[src/hdl/ugb_pkg.sv]
// ----------------------------------------------------------------------------
// ugb_pkg
// Shared types, codes and constants of the uniform grid box broadphase.
// ----------------------------------------------------------------------------
package ugb_pkg;

  // field widths
  localparam int COORD_W    = 24;
  localparam int TAG_W      = 32;
  localparam int ID_W       = 6;
  localparam int ACT_W      = 2;
  localparam int KIND_W     = 3;
  localparam int SIZE_W     = 16;
  localparam int CFG_IDX_W  = 3;
  localparam int CFG_DATA_W = 24;

  // entry store holds every id the 6 bit field can name
  localparam int ENTRY_DEPTH = 1 << ID_W;

  // divider dividend width (magnitude of whole units) and signed tile coordinate width
  localparam int DIV_DW = 18;
  localparam int TILE_W = DIV_DW + 1;

  // default layout
  localparam int TILES_X_DEF        = 8;
  localparam int TILES_Y_DEF        = 8;
  localparam int SLOTS_PER_TILE_DEF = 8;
  localparam int MAX_ENTRIES_DEF    = 63;

  // register reset values
  localparam logic [SIZE_W-1:0] GRID_W_RST = 16'd128;
  localparam logic [SIZE_W-1:0] GRID_H_RST = 16'd128;
  localparam logic [SIZE_W-1:0] TILE_S_RST = 16'd16;

  // actions
  localparam logic [ACT_W-1:0] ACT_INSERT = 2'd0;
  localparam logic [ACT_W-1:0] ACT_QUERY  = 2'd1;
  localparam logic [ACT_W-1:0] ACT_CLEAR  = 2'd2;

  // configuration register indexes
  localparam logic [CFG_IDX_W-1:0] REG_ORIGIN_X    = 3'd0;
  localparam logic [CFG_IDX_W-1:0] REG_ORIGIN_Y    = 3'd1;
  localparam logic [CFG_IDX_W-1:0] REG_GRID_WIDTH  = 3'd2;
  localparam logic [CFG_IDX_W-1:0] REG_GRID_HEIGHT = 3'd3;
  localparam logic [CFG_IDX_W-1:0] REG_TILE_SIZE   = 3'd4;

  // result kinds
  typedef enum logic [KIND_W-1:0] {
    KIND_INSERTED = 3'd0,
    KIND_HIT      = 3'd1,
    KIND_DONE     = 3'd2,
    KIND_OOB      = 3'd3,
    KIND_FULL     = 3'd4,
    KIND_CLEARED  = 3'd5
  } kind_t;

  // one stored box
  typedef struct packed {
    logic signed [COORD_W-1:0] min_x;
    logic signed [COORD_W-1:0] min_y;
    logic signed [COORD_W-1:0] max_x;
    logic signed [COORD_W-1:0] max_y;
    logic [TAG_W-1:0]          tag;
  } entry_t;

  // controller to datapath
  typedef struct packed {
    logic  in_ready;
    logic  load;
    logic  clr_grid;
    logic  div_start;
    logic  div_capture;
    logic  walk_init;
    logic  walk_next;
    logic  fill_rd;
    logic  fill_latch;
    logic  ins_entry;
    logic  ins_wr;
    logic  seen_clr;
    logic  slot_rd;
    logic  ent_rd;
    logic  seen_set;
    logic  set_kind;
    kind_t kind;
    logic  out_load;
    logic  out_hit;
  } ugb_cmd_t;

  // datapath to controller
  typedef struct packed {
    logic             in_valid;
    logic [ACT_W-1:0] act;
    logic             is_insert;
    logic             ts_zero;
    logic             div_busy;
    logic             div_done;
    logic             div_last;
    logic             oob;
    logic             id_full;
    logic             walk_empty;
    logic             walk_last;
    logic             fill_full;
    logic             slot_end;
    logic             hit;
    logic             out_free;
  } ugb_stat_t;

endpackage

[src/hdl/ugb_ctrl.sv]
// ----------------------------------------------------------------------------
// ugb_ctrl
// Sequencer for insert, query and clear over the grid datapath.
// ----------------------------------------------------------------------------
module ugb_ctrl import ugb_pkg::*; (
  input  logic      clk,
  input  logic      rst_n,
  input  ugb_stat_t stat,
  output ugb_cmd_t  cmd
);

  typedef enum logic [16:0] {
    S_IDLE      = 17'b00000000000000001,
    S_CLEAR     = 17'b00000000000000010,
    S_DIV_GO    = 17'b00000000000000100,
    S_DIV_WAIT  = 17'b00000000000001000,
    S_CHECK     = 17'b00000000000010000,
    S_FCHK_RD   = 17'b00000000000100000,
    S_FCHK_CMP  = 17'b00000000001000000,
    S_INS_ENTRY = 17'b00000000010000000,
    S_INS_RD    = 17'b00000000100000000,
    S_INS_WR    = 17'b00000001000000000,
    S_Q_RD      = 17'b00000010000000000,
    S_Q_FILL    = 17'b00000100000000000,
    S_Q_SLOT    = 17'b00001000000000000,
    S_Q_ENT     = 17'b00010000000000000,
    S_Q_CMP     = 17'b00100000000000000,
    S_Q_EMIT    = 17'b01000000000000000,
    S_EMIT      = 17'b10000000000000000
  } state_t;

  state_t state_r, state_nxt;

  always_ff @(posedge clk) begin
    if (!rst_n) begin
      state_r <= S_IDLE;
    end else begin
      state_r <= state_nxt;
    end
  end

  // next state and commands
  always_comb begin
    state_nxt = state_r;
    cmd       = '0;
    cmd.kind  = KIND_DONE;
    case (state_r)
      S_IDLE: begin
        cmd.in_ready = 1'b1;
        if (stat.in_valid) begin
          cmd.load = 1'b1;
          case (stat.act)
            ACT_CLEAR:  state_nxt = S_CLEAR;
            ACT_INSERT: state_nxt = S_DIV_GO;
            ACT_QUERY:  state_nxt = S_DIV_GO;
            default:    state_nxt = S_IDLE;
          endcase
        end
      end
      S_CLEAR: begin
        cmd.clr_grid = 1'b1;
        cmd.set_kind = 1'b1;
        cmd.kind     = KIND_CLEARED;
        state_nxt    = S_EMIT;
      end
      S_DIV_GO: begin
        if (stat.ts_zero) begin
          cmd.set_kind = 1'b1;
          cmd.kind     = KIND_OOB;
          state_nxt    = S_EMIT;
        end else begin
          cmd.div_start = 1'b1;
          state_nxt     = S_DIV_WAIT;
        end
      end
      S_DIV_WAIT: begin
        if (stat.div_done) begin
          cmd.div_capture = 1'b1;
          state_nxt = stat.div_last ? S_CHECK : S_DIV_GO;
        end
      end
      S_CHECK: begin
        if (stat.oob) begin
          cmd.set_kind = 1'b1;
          cmd.kind     = KIND_OOB;
          state_nxt    = S_EMIT;
        end else if (stat.is_insert) begin
          if (stat.id_full) begin
            cmd.set_kind = 1'b1;
            cmd.kind     = KIND_FULL;
            state_nxt    = S_EMIT;
          end else begin
            cmd.walk_init = 1'b1;
            state_nxt = stat.walk_empty ? S_INS_ENTRY : S_FCHK_RD;
          end
        end else begin
          cmd.seen_clr  = 1'b1;
          cmd.walk_init = 1'b1;
          if (stat.walk_empty) begin
            cmd.set_kind = 1'b1;
            cmd.kind     = KIND_DONE;
            state_nxt    = S_EMIT;
          end else begin
            state_nxt = S_Q_RD;
          end
        end
      end
      S_FCHK_RD: begin
        cmd.fill_rd = 1'b1;
        state_nxt   = S_FCHK_CMP;
      end
      S_FCHK_CMP: begin
        if (stat.fill_full) begin
          cmd.set_kind = 1'b1;
          cmd.kind     = KIND_FULL;
          state_nxt    = S_EMIT;
        end else begin
          cmd.walk_next = 1'b1;
          state_nxt = stat.walk_last ? S_INS_ENTRY : S_FCHK_RD;
        end
      end
      S_INS_ENTRY: begin
        cmd.ins_entry = 1'b1;
        cmd.walk_init = 1'b1;
        if (stat.walk_empty) begin
          cmd.set_kind = 1'b1;
          cmd.kind     = KIND_INSERTED;
          state_nxt    = S_EMIT;
        end else begin
          state_nxt = S_INS_RD;
        end
      end
      S_INS_RD: begin
        cmd.fill_rd = 1'b1;
        state_nxt   = S_INS_WR;
      end
      S_INS_WR: begin
        cmd.ins_wr    = 1'b1;
        cmd.walk_next = 1'b1;
        if (stat.walk_last) begin
          cmd.set_kind = 1'b1;
          cmd.kind     = KIND_INSERTED;
          state_nxt    = S_EMIT;
        end else begin
          state_nxt = S_INS_RD;
        end
      end
      S_Q_RD: begin
        cmd.fill_rd = 1'b1;
        state_nxt   = S_Q_FILL;
      end
      S_Q_FILL: begin
        cmd.fill_latch = 1'b1;
        state_nxt      = S_Q_SLOT;
      end
      S_Q_SLOT: begin
        if (stat.slot_end) begin
          cmd.walk_next = 1'b1;
          if (stat.walk_last) begin
            cmd.set_kind = 1'b1;
            cmd.kind     = KIND_DONE;
            state_nxt    = S_EMIT;
          end else begin
            state_nxt = S_Q_RD;
          end
        end else begin
          cmd.slot_rd = 1'b1;
          state_nxt   = S_Q_ENT;
        end
      end
      S_Q_ENT: begin
        cmd.ent_rd = 1'b1;
        state_nxt  = S_Q_CMP;
      end
      S_Q_CMP: begin
        if (stat.hit) begin
          cmd.seen_set = 1'b1;
          state_nxt    = S_Q_EMIT;
        end else begin
          state_nxt = S_Q_SLOT;
        end
      end
      S_Q_EMIT: begin
        if (stat.out_free) begin
          cmd.out_load = 1'b1;
          cmd.out_hit  = 1'b1;
          state_nxt    = S_Q_SLOT;
        end
      end
      S_EMIT: begin
        if (stat.out_free) begin
          cmd.out_load = 1'b1;
          state_nxt    = S_IDLE;
        end
      end
      default: state_nxt = S_IDLE;
    endcase
  end

endmodule

[config.mk]
export PLATFORM = sky130hd
export DESIGN_NAME = ugb_ctrl
export DESIGN_NICKNAME = d
export VERILOG_FILES = /design/src/hdl/ugb_pkg.sv /design/src/hdl/ugb_ctrl.sv
export SDC_FILE = /design/constraint.sdc
export NUM_CORES = 1
export LEC_CHECK = 0
export BUFFER_PORTS_ARGS = -buffer_cell sky130_fd_sc_hd__buf_2
export CORE_UTILIZATION = 50
export CTS_CLUSTER_SIZE = 20
export DETAILED_ROUTE_END_ITERATION = 12
export PLACE_DENSITY = 0.76
export SYNTH_ARGS = -nofsm -noshare
export SYNTH_HDL_FRONTEND = slang
export SYNTH_SLANG_ARGS = --single-unit
[constraint.sdc]
create_clock -name clk -period 2.3 [get_ports clk]
set_input_delay 0.115 -clock clk [delete_from_list [all_inputs] [get_ports clk]]
set_output_delay 0.115 -clock clk [all_outputs]
set_load 0.005 [all_outputs]
## Word level (Yosys, flattened, before mapping)

Index checks and enable logic that the tools add are counted.

- Equality and inequality tests: 23
- Multiplexer cells: 61
- Reductions and logical operators: 4

Operator list:

| cell | number |
|---|---|
| one-hot mux 17 bit (17 select lines) | 1 |
| two-way mux 17 bit | 14 |
| two-way mux 4 bit | 10 |
| one-hot mux 4 bit (7 select lines) | 1 |
| two-way mux 1 bit | 25 |
| == test 17 x 1 -> 1 bit (second input constant) | 1 |
| == test 17 x 10 -> 1 bit (second input constant) | 1 |
| == test 17 x 11 -> 1 bit (second input constant) | 1 |
| == test 17 x 12 -> 1 bit (second input constant) | 1 |
| == test 17 x 13 -> 1 bit (second input constant) | 1 |
| == test 17 x 14 -> 1 bit (second input constant) | 1 |
| == test 17 x 15 -> 1 bit (second input constant) | 1 |
| == test 17 x 16 -> 1 bit (second input constant) | 1 |
| == test 17 bit (second input constant) | 1 |
| == test 17 x 2 -> 1 bit (second input constant) | 1 |
| == test 17 x 3 -> 1 bit (second input constant) | 1 |
| == test 17 x 4 -> 1 bit (second input constant) | 1 |
| == test 17 x 5 -> 1 bit (second input constant) | 1 |
| == test 17 x 6 -> 1 bit (second input constant) | 1 |
| == test 17 x 7 -> 1 bit (second input constant) | 1 |
| == test 17 x 8 -> 1 bit (second input constant) | 1 |
| == test 17 x 9 -> 1 bit (second input constant) | 1 |
| two-way mux 16 bit | 1 |
| two-way mux 8 bit | 2 |
| 12 further kinds | 17 |

- Register bits: 17
- Input port bits: 18
- Output and inout bits: 21
- Word-level logic and storage cells: 89

## Logic depth before layout (Yosys ltp)

Gate-level depths: netlist of the first run.

- Depth after elaboration: 5
- Gate-level depth with buffers: 7
- Depth with buffers taken out: 6

## Worst setup path after synthesis of the first run

No wires, ideal clock.

- Kind: flip-flop to output port
- Start point: register state_r[12]
- End point: output port cmd[3] in the netlist's numbering
- Arrival: 2076 ps
- Required time: 2185 ps
- Slack: 109 ps
- Stages on the path, launching flop included: 5
- Path buffers: 0
- Cells stage by stage: dfxtp_1 or4_4 or4_4 nor4bb_1 or4_1

RTL lines:

| what | line | source |
|---|---|---|
| start, declared | ugb_ctrl.sv:32 | `state_t state_r, state_nxt;` |
| start signal, assigned | ugb_ctrl.sv:38 | `state_r <= state_nxt;` |
| end, declared | ugb_ctrl.sv:9 | `output ugb_cmd_t cmd` |

==> results of run 1 <==
cells in the final DEF, fill, tap and decap left out, drive strengths merged, types with 3 or more instances in the layout:
master,count
nor3,17
clkbuf,4
nor4,10
or4,7
or2,3
nand2b,7
o21ai,6
inv,11
a21oi,4
buf,68
nand3,3
or3,4
dfxtp,17
o21a,5
nor3b,7
and2,5
and3,3
nor2,17
nand4,4
nand2,9
synthesized netlist by cell type:
cell type and count:
buf_1 1, nor2b_1 2, nor3_1 17, o2111ai_1 1
a2bb2oi_1 1, nor4_4 1, or4b_2 2, or2_2 3
or4_1 4, nor3b_2 1, and3_1 3, nor4b_1 1
buf_6 1, nand2_1 9, o21ai_0 6, and4_1 1
o21a_1 5, nor3b_1 6, or3_1 4, nand4_1 3
nand3_1 3, inv_1 11, a21oi_1 4, nor4bb_1 1
or4_4 3, o221ai_1 1, nand4_2 1, xnor2_1 2
a41oi_1 1, nor4_1 8, a22oi_1 1, dfxtp_1 17
o22ai_1 2, a211oi_1 1, and2_1 5, nor4_2 1
or3b_1 1, nand2b_1 7, nor2_1 17
final timing paths:
| kind | to | from |
|---|---|---|
| min | state_r[1] | stat[14] |
| max | cmd[3] | state_r[12] |
| min reg2reg | state_r[9] | state_r[10] |
| max reg2reg | state_r[0] | state_r[12] |
cell type report:
| cell class | count | share of cell area |
|---|---|---|
| clock buffer | 4 | 0.0140 |
| inverter | 11 | 0.0220 |
| multi-input combinational | 129 | 0.525 |
| sequential | 17 | 0.185 |
| tap | 28 | 0.0187 |
| timing repair buffer | 70 | 0.235 |
per-layer routing:
layer / vias to the layer above / wire length, µm
li1: 735 / -
met1: 781 / 1820
met2: 88 / 2270
met3: 28 / 317
met4: 0 / 161
met5: - / 0
worst max-delay path, stage by stage (launching register included):
cell and delay [ns]:
dfxtp_1 0.33, or4_4 0.58, nor4_4 0.31, nor3b_4 0.33
nor4bb_4 0.08, or4_1 0.40, buf_2 0.14
per-stage QoR:
stage,worst slack [ns],TNS [ns],area [µm²],utilization,hold slack [ns]
finish,-0.287,-0.586,1880,0.841,0.0283
global route,-0.337,-1.24,1880,0.841,0.0236
CTS,-0.231,-0.606,1780,0.796,0.0203
detailed placement,-0.0526,-0.0526,1600,0.715,0.300
global placement,0.0141,0,1600,0.715,0.293
floorplan,0.109,0,1200,-,0.192
repair_timing:
item	in CTS	in global routing
setup buffers	5	2
pin swaps	7	5
hold endpoints to repair	2	0
endpoints found under the setup margin	11	17
hold buffers	2	0
gates resized for setup	22	19
power groups by stage:
stage	sequential, mW	combinational (mW)	clock [mW]
final	0.312	0.363	0.172
after global placement	0.319	0.276	0
after CTS	0.311	0.319	0.171
after detailed placement	0.319	0.284	0
after global routing	0.313	0.388	0.189
after floorplan	0.324	0.149	0
cells by family after synthesis:
| kind of cell | Yosys count | share of synthesized area |
|---|---|---|
| and+or+nand+nor | 104 | 0.532 |
| DFF | 17 | 0.282 |
| buffers and inverters | 13 | 0.0467 |
| AOI/OAI and AO/OA | 23 | 0.125 |
| xor gates and xnor gates | 2 | 0.0145 |
==> reports/results.txt, run 1 <==
RSZ-0062 raised after global routing: yes
Yosys top cell by area: dfxtp_1
DP Wirelength: 3100 µm
Multi-input gate area: 986 µm²
PD cells: 451 nW/µm²
Met1 Track Usage GR: 0.395
Share of power burned in registers: 0.368
Synthesized net count: 177
Synth top area share: 0.282
Clock network fraction of total power: 0.203
Largest register FFs: 17
Tmin final: 2.59 ns
Final wirelength: 4570 µm
Vias in the first global route: 1506
Combinational power share: 0.429
Post-DRT Antenna Nets: 0
Vias: 1632
Clock root buffer: clkbuf_4
Total power: 0.847 mW
Via/cell ratio: 6.30
GRT Overall Usage: 0.353
DIE AREA: 2610 µm²
Gate Count Post-Synth: 159
CTS sink cnt: 17
DRT iter0 DRCs: 80
Maximum vdd drop: 0.548 mV
Maxcap violations: 0
Seq/Total Area, Yosys: 0.282
Critical Path RT: 2.18 ns
IO buf count: 37
Worst-path fanout max: 4
LEAKAGE: 0.855 nW
CP endpoint kind: output port
Least-Margin Pin Slew: 0.483 ns
Post-synthesis register bit count: 17
Critical path class: register to output port
Cell-internal power: 0.550 mW
Reg2Reg Setup Slack: -0.02 ns
Skew final: 0.00180 ns
Final Worst Setup Slack: -0.287 ns
Total core area: 2230 µm²
Netlist cell types: 39
GR Util met3: 0.0744
Switching Share: 0.351
Initial antenna violation count: 0
First-pass GRT wire length: 6780 µm
Worst hold path type: primary input to register
Warning count from the yosys run: 0
Fmax: 0.387 GHz
DP Cell Count: 247
Clk buf depth: 2
Fill cell count: 123
Hold path depth: 3
Gr busiest metal: met2
Hold Vio Cnt, Final: 0
Worst-Skew Late Latency: 0.31 ns
Standard-cell rows: 17
Mapped cell area: 1200 µm²
Pins over their slew limit: 0
Area contributors post-synth: dfxtp_1 28%, nor3_1 7.1%, nor2_1 5.3%, nor4_1 4.2%, nor3b_1 3.7%
GRT overflow: 0
Largest net degree at the start of global routing: 11
Layout area overhead: 55.9%
Period utilization: 1.12
Nets@finish: 250
Remaining DRCs: 0
Layout cell share with drive strength beyond 1: 0.468
Number of buffers created by CTS: 3
Drt first pass iters: 7
Routed len/inst: 17.6 µm
Setup violators final: 8
CP arrival: 2.47 ns
R2r worst-path depth: 6
Die Ht: 51.1 µm
Status: finished with violations
IO Pins: 39
Reg area: 348 µm²
Initial Utilization: 0.539
Routing usage on met2: 0.632
CP Launch Type: register
Synth Area per Inst: 7.58 µm²
Fin cells: 259
Reg with most FFs: state_r
Clk slew on worst S/H paths: 0.10 ns
Normalized max-slew margin: 0.675
# diodes: 0
Regs by FF count: state_r x17
Gpl congestion: 0.887
Failing checks: setup timing
H-tree levels: 1
P_sw: 0.297 mW
CTS tree: done
Die Wd: 51.1 µm
No activity file was read; power rests on OpenSTA's default activity.
==> inputs of run 2 (changes only) <==
ABC_AREA = 1   (was not set)
PLACE_DENSITY = 0.75   (was 0.76)
==> reports/results.txt, run 2 <==
DIE AREA: 2810 µm²
Standard-cell rows: 18
Hold Vio Cnt, Final: 0
Crit path launch: state_r[7]
Layout cell share with drive strength beyond 1: 0.268
Top FF cell, synth: dfxtp_1
Synth Area per Inst: 5.89 µm²
H-tree levels: 1
Status: completed
Reg2reg start: state_r[10]
DP Wirelength: 2520 µm
Total core area: 2480 µm²
Synthesized net count: 239
Reg with most FFs: state_r
R2R Path End: state_r[2]
GRT Overall Usage: 0.249
Area contributors post-synth: dfxtp_1 26%, nor2_1 14%, nand2_1 12%, inv_1 11%, nand3_1 6.5%
Maximum vdd drop: 0.333 mV
Via/cell ratio: 4.91
Vias in the first global route: 1186
Die Wd: 53.0 µm
Gpl congestion: 0.851
# diodes: 0
DRT iter0 DRCs: 29
Most instantiated library cell after synthesis: nor2_1
Synth async-reset ratio: 0
CP endpoint kind: output port
Place WS: 0.602 ns
Seq/Total Area, Yosys: 0.262
Post-Route Utilization: 0.624
Worst-path fanout max: 11
Largest net degree at the start of global routing: 15
Final wirelength: 3110 µm
CP arrival: 1.91 ns
Largest register FFs: 17
Commonest non-fill, non-tap cell in the layout: nor2_1
Clk slew on worst S/H paths: 0.10 ns
Warning count from the yosys run: 0
Crit-path cells: nor2_2 > nand2_2 > nor2_4 > nand3_2 > o21ai_0 > nand2_1 > nand3_1 > buf_2
Most frequent cells in the layout: 47 x nor2_1, 42 x nand2_1, 37 x inv_1, 37 x buf_2
Post-DRT Antenna Nets: 0
Synth top area share: 0.262
R2r worst-path depth: 8
Fmax: 0.493 GHz
Nets@finish: 280
Post-cts resize count: 0
LEAKAGE: 0.920 nW
Crit-path max cell delay: 0.34 ns
Least-Margin Pin Slew: 0.469 ns
IO buf count: 37
Final Worst Setup Slack: 0.272 ns
Netlist cell types: 26
IO Pins: 39
Normalized max-slew margin: 0.687
Mapped cell area: 1300 µm²
Maxcap violations: 0
Gate Count Post-Synth: 221
Initial antenna violation count: 0
CTS tree: done
Critical Path RT: 2.18 ns
Yosys top cell by area: dfxtp_1
Skew final: 0.00334 ns
Routed len/inst: 10.7 µm
Critical path's top delay family: simple AND/OR/NAND/NOR gates
Clk buf depth: 2
CTS sink cnt: 17
Vias: 1429
Regs by FF count: state_r x17
Number of buffers created by CTS: 3
Post-synth EDFFs: 0
Tmin final: 2.03 ns
Setup Total Neg Slack: 0 ns
Remaining DRCs: 0
PD cells: 422 nW/µm²
CP Launch Type: register
First-pass GRT wire length: 5030 µm
Drt first pass iters: 4
Critical path class: register to output port
Clock root buffer: clkbuf_4
Period utilization: 0.882
Synth top cells by count: 47 x nor2_1, 42 x nand2_1, 37 x inv_1
Critical path buffer and inverter count: 1
Setup violators final: 0
Die Ht: 53.0 µm
Initial Utilization: 0.525
Crit path depth: 8
Worst hold path type: primary input to register
Slowest cell on crit path: dfxtp_1
Fill cell count: 268
Post-synthesis register bit count: 17
RSZ-0062 raised after global routing: no
Worst-Skew Late Latency: 0.29 ns
Design Area, Final: 1550 µm²
Area after DPL: 1510 µm²
GRT overflow: 0
Layout area overhead: 18.7%
End point of the critical path: cmd[5]
Pins over their slew limit: 0
Reg2Reg Setup Slack: 0.64 ns
==> run 2: cell count changes in the layout (fill, tap and decap cells not counted), sizes merged, moves of 4 or more <==
| cell | before | now |
|---|---|---|
| nor3b | 7 | 0 |
| o21a | 5 | 1 |
| or3 | 4 | 0 |
| or4 | 7 | 0 |
| and2 | 5 | 0 |
| nor2 | 17 | 57 |
| inv | 11 | 44 |
| nand2 | 9 | 48 |
| nand2b | 7 | 0 |
| nor3 | 17 | 5 |
| buf | 68 | 37 |
| nand3 | 3 | 22 |
| nor4 | 10 | 0 |
==> run 2: timing repair <==
item | CTS | global route
hold buffers | 1 | 0
hold endpoints to repair | 1 | 0
buffers inserted | 0 | 0
==> run 2: cell type report <==
class / count / area, µm² / area share
inverters: 44 / 165 / 0.107
multi-input cells: 158 / 781 / 0.505
clock buffers: 4 / 26.3 / 0.0170
flip-flops and latches: 17 / 340 / 0.220
repair buffers: 38 / 195 / 0.126
well taps: 30 / 37.5 / 0.0243
==> run 2: power by group <==
part | total [mW] | internal (mW) | switching (mW)
Clock | 0.169 | 0.0675 | 0.102
Combinational | 0.176 | 0.0629 | 0.114
Sequential | 0.306 | 0.301 | 0.00502
Total | 0.652 | 0.432 | 0.220
==> run 2: how the worst min path moves through the flow <==
stage / start / end / slack, ns / depth (start not counted)
after floorplan: stat[2] / state_r[13] / 0.19 / 1
after global placement: stat[2] / state_r[13] / 0.32 / 2
after detailed placement: stat[2] / state_r[13] / 0.32 / 2
after CTS: rst_n / state_r[0] / 0.03 / 2
after global routing: rst_n / state_r[0] / 0.04 / 2
final: rst_n / state_r[0] / 0.04 / 2
==> run 2: cells by family (layout without fill, tap and decap cells) <==
kind of cell    count (synthesis)  in the layout  share of synthesized area
flops                          17             17                      0.262
compound gates                 20             20                     0.0865
buf+inv                        46             86                      0.138
simple gates                  138            138                      0.513
==> run 2: metal layers <==
metal  track usage  vias to the layer above  share of wire
met5             0                        -              0
met3        0.0259                        4          0.040
li1              -                      765              -
met2         0.428                       32           0.47
met4        0.0789                        0          0.013
met1         0.322                      628           0.48
==> run 2: stage by stage <==
stage | hold slack [ns] | std cells | power (mW)
6_report | 0.0381 | 291 | 0.652
5_1_grt | 0.0402 | 291 | 0.689
4_1_cts | 0.0336 | 291 | 0.659
3_5_place_dp | 0.321 | 286 | 0.488
3_3_place_gp | 0.324 | 286 | 0.485
2_1_floorplan | 0.194 | 221 | 0.444
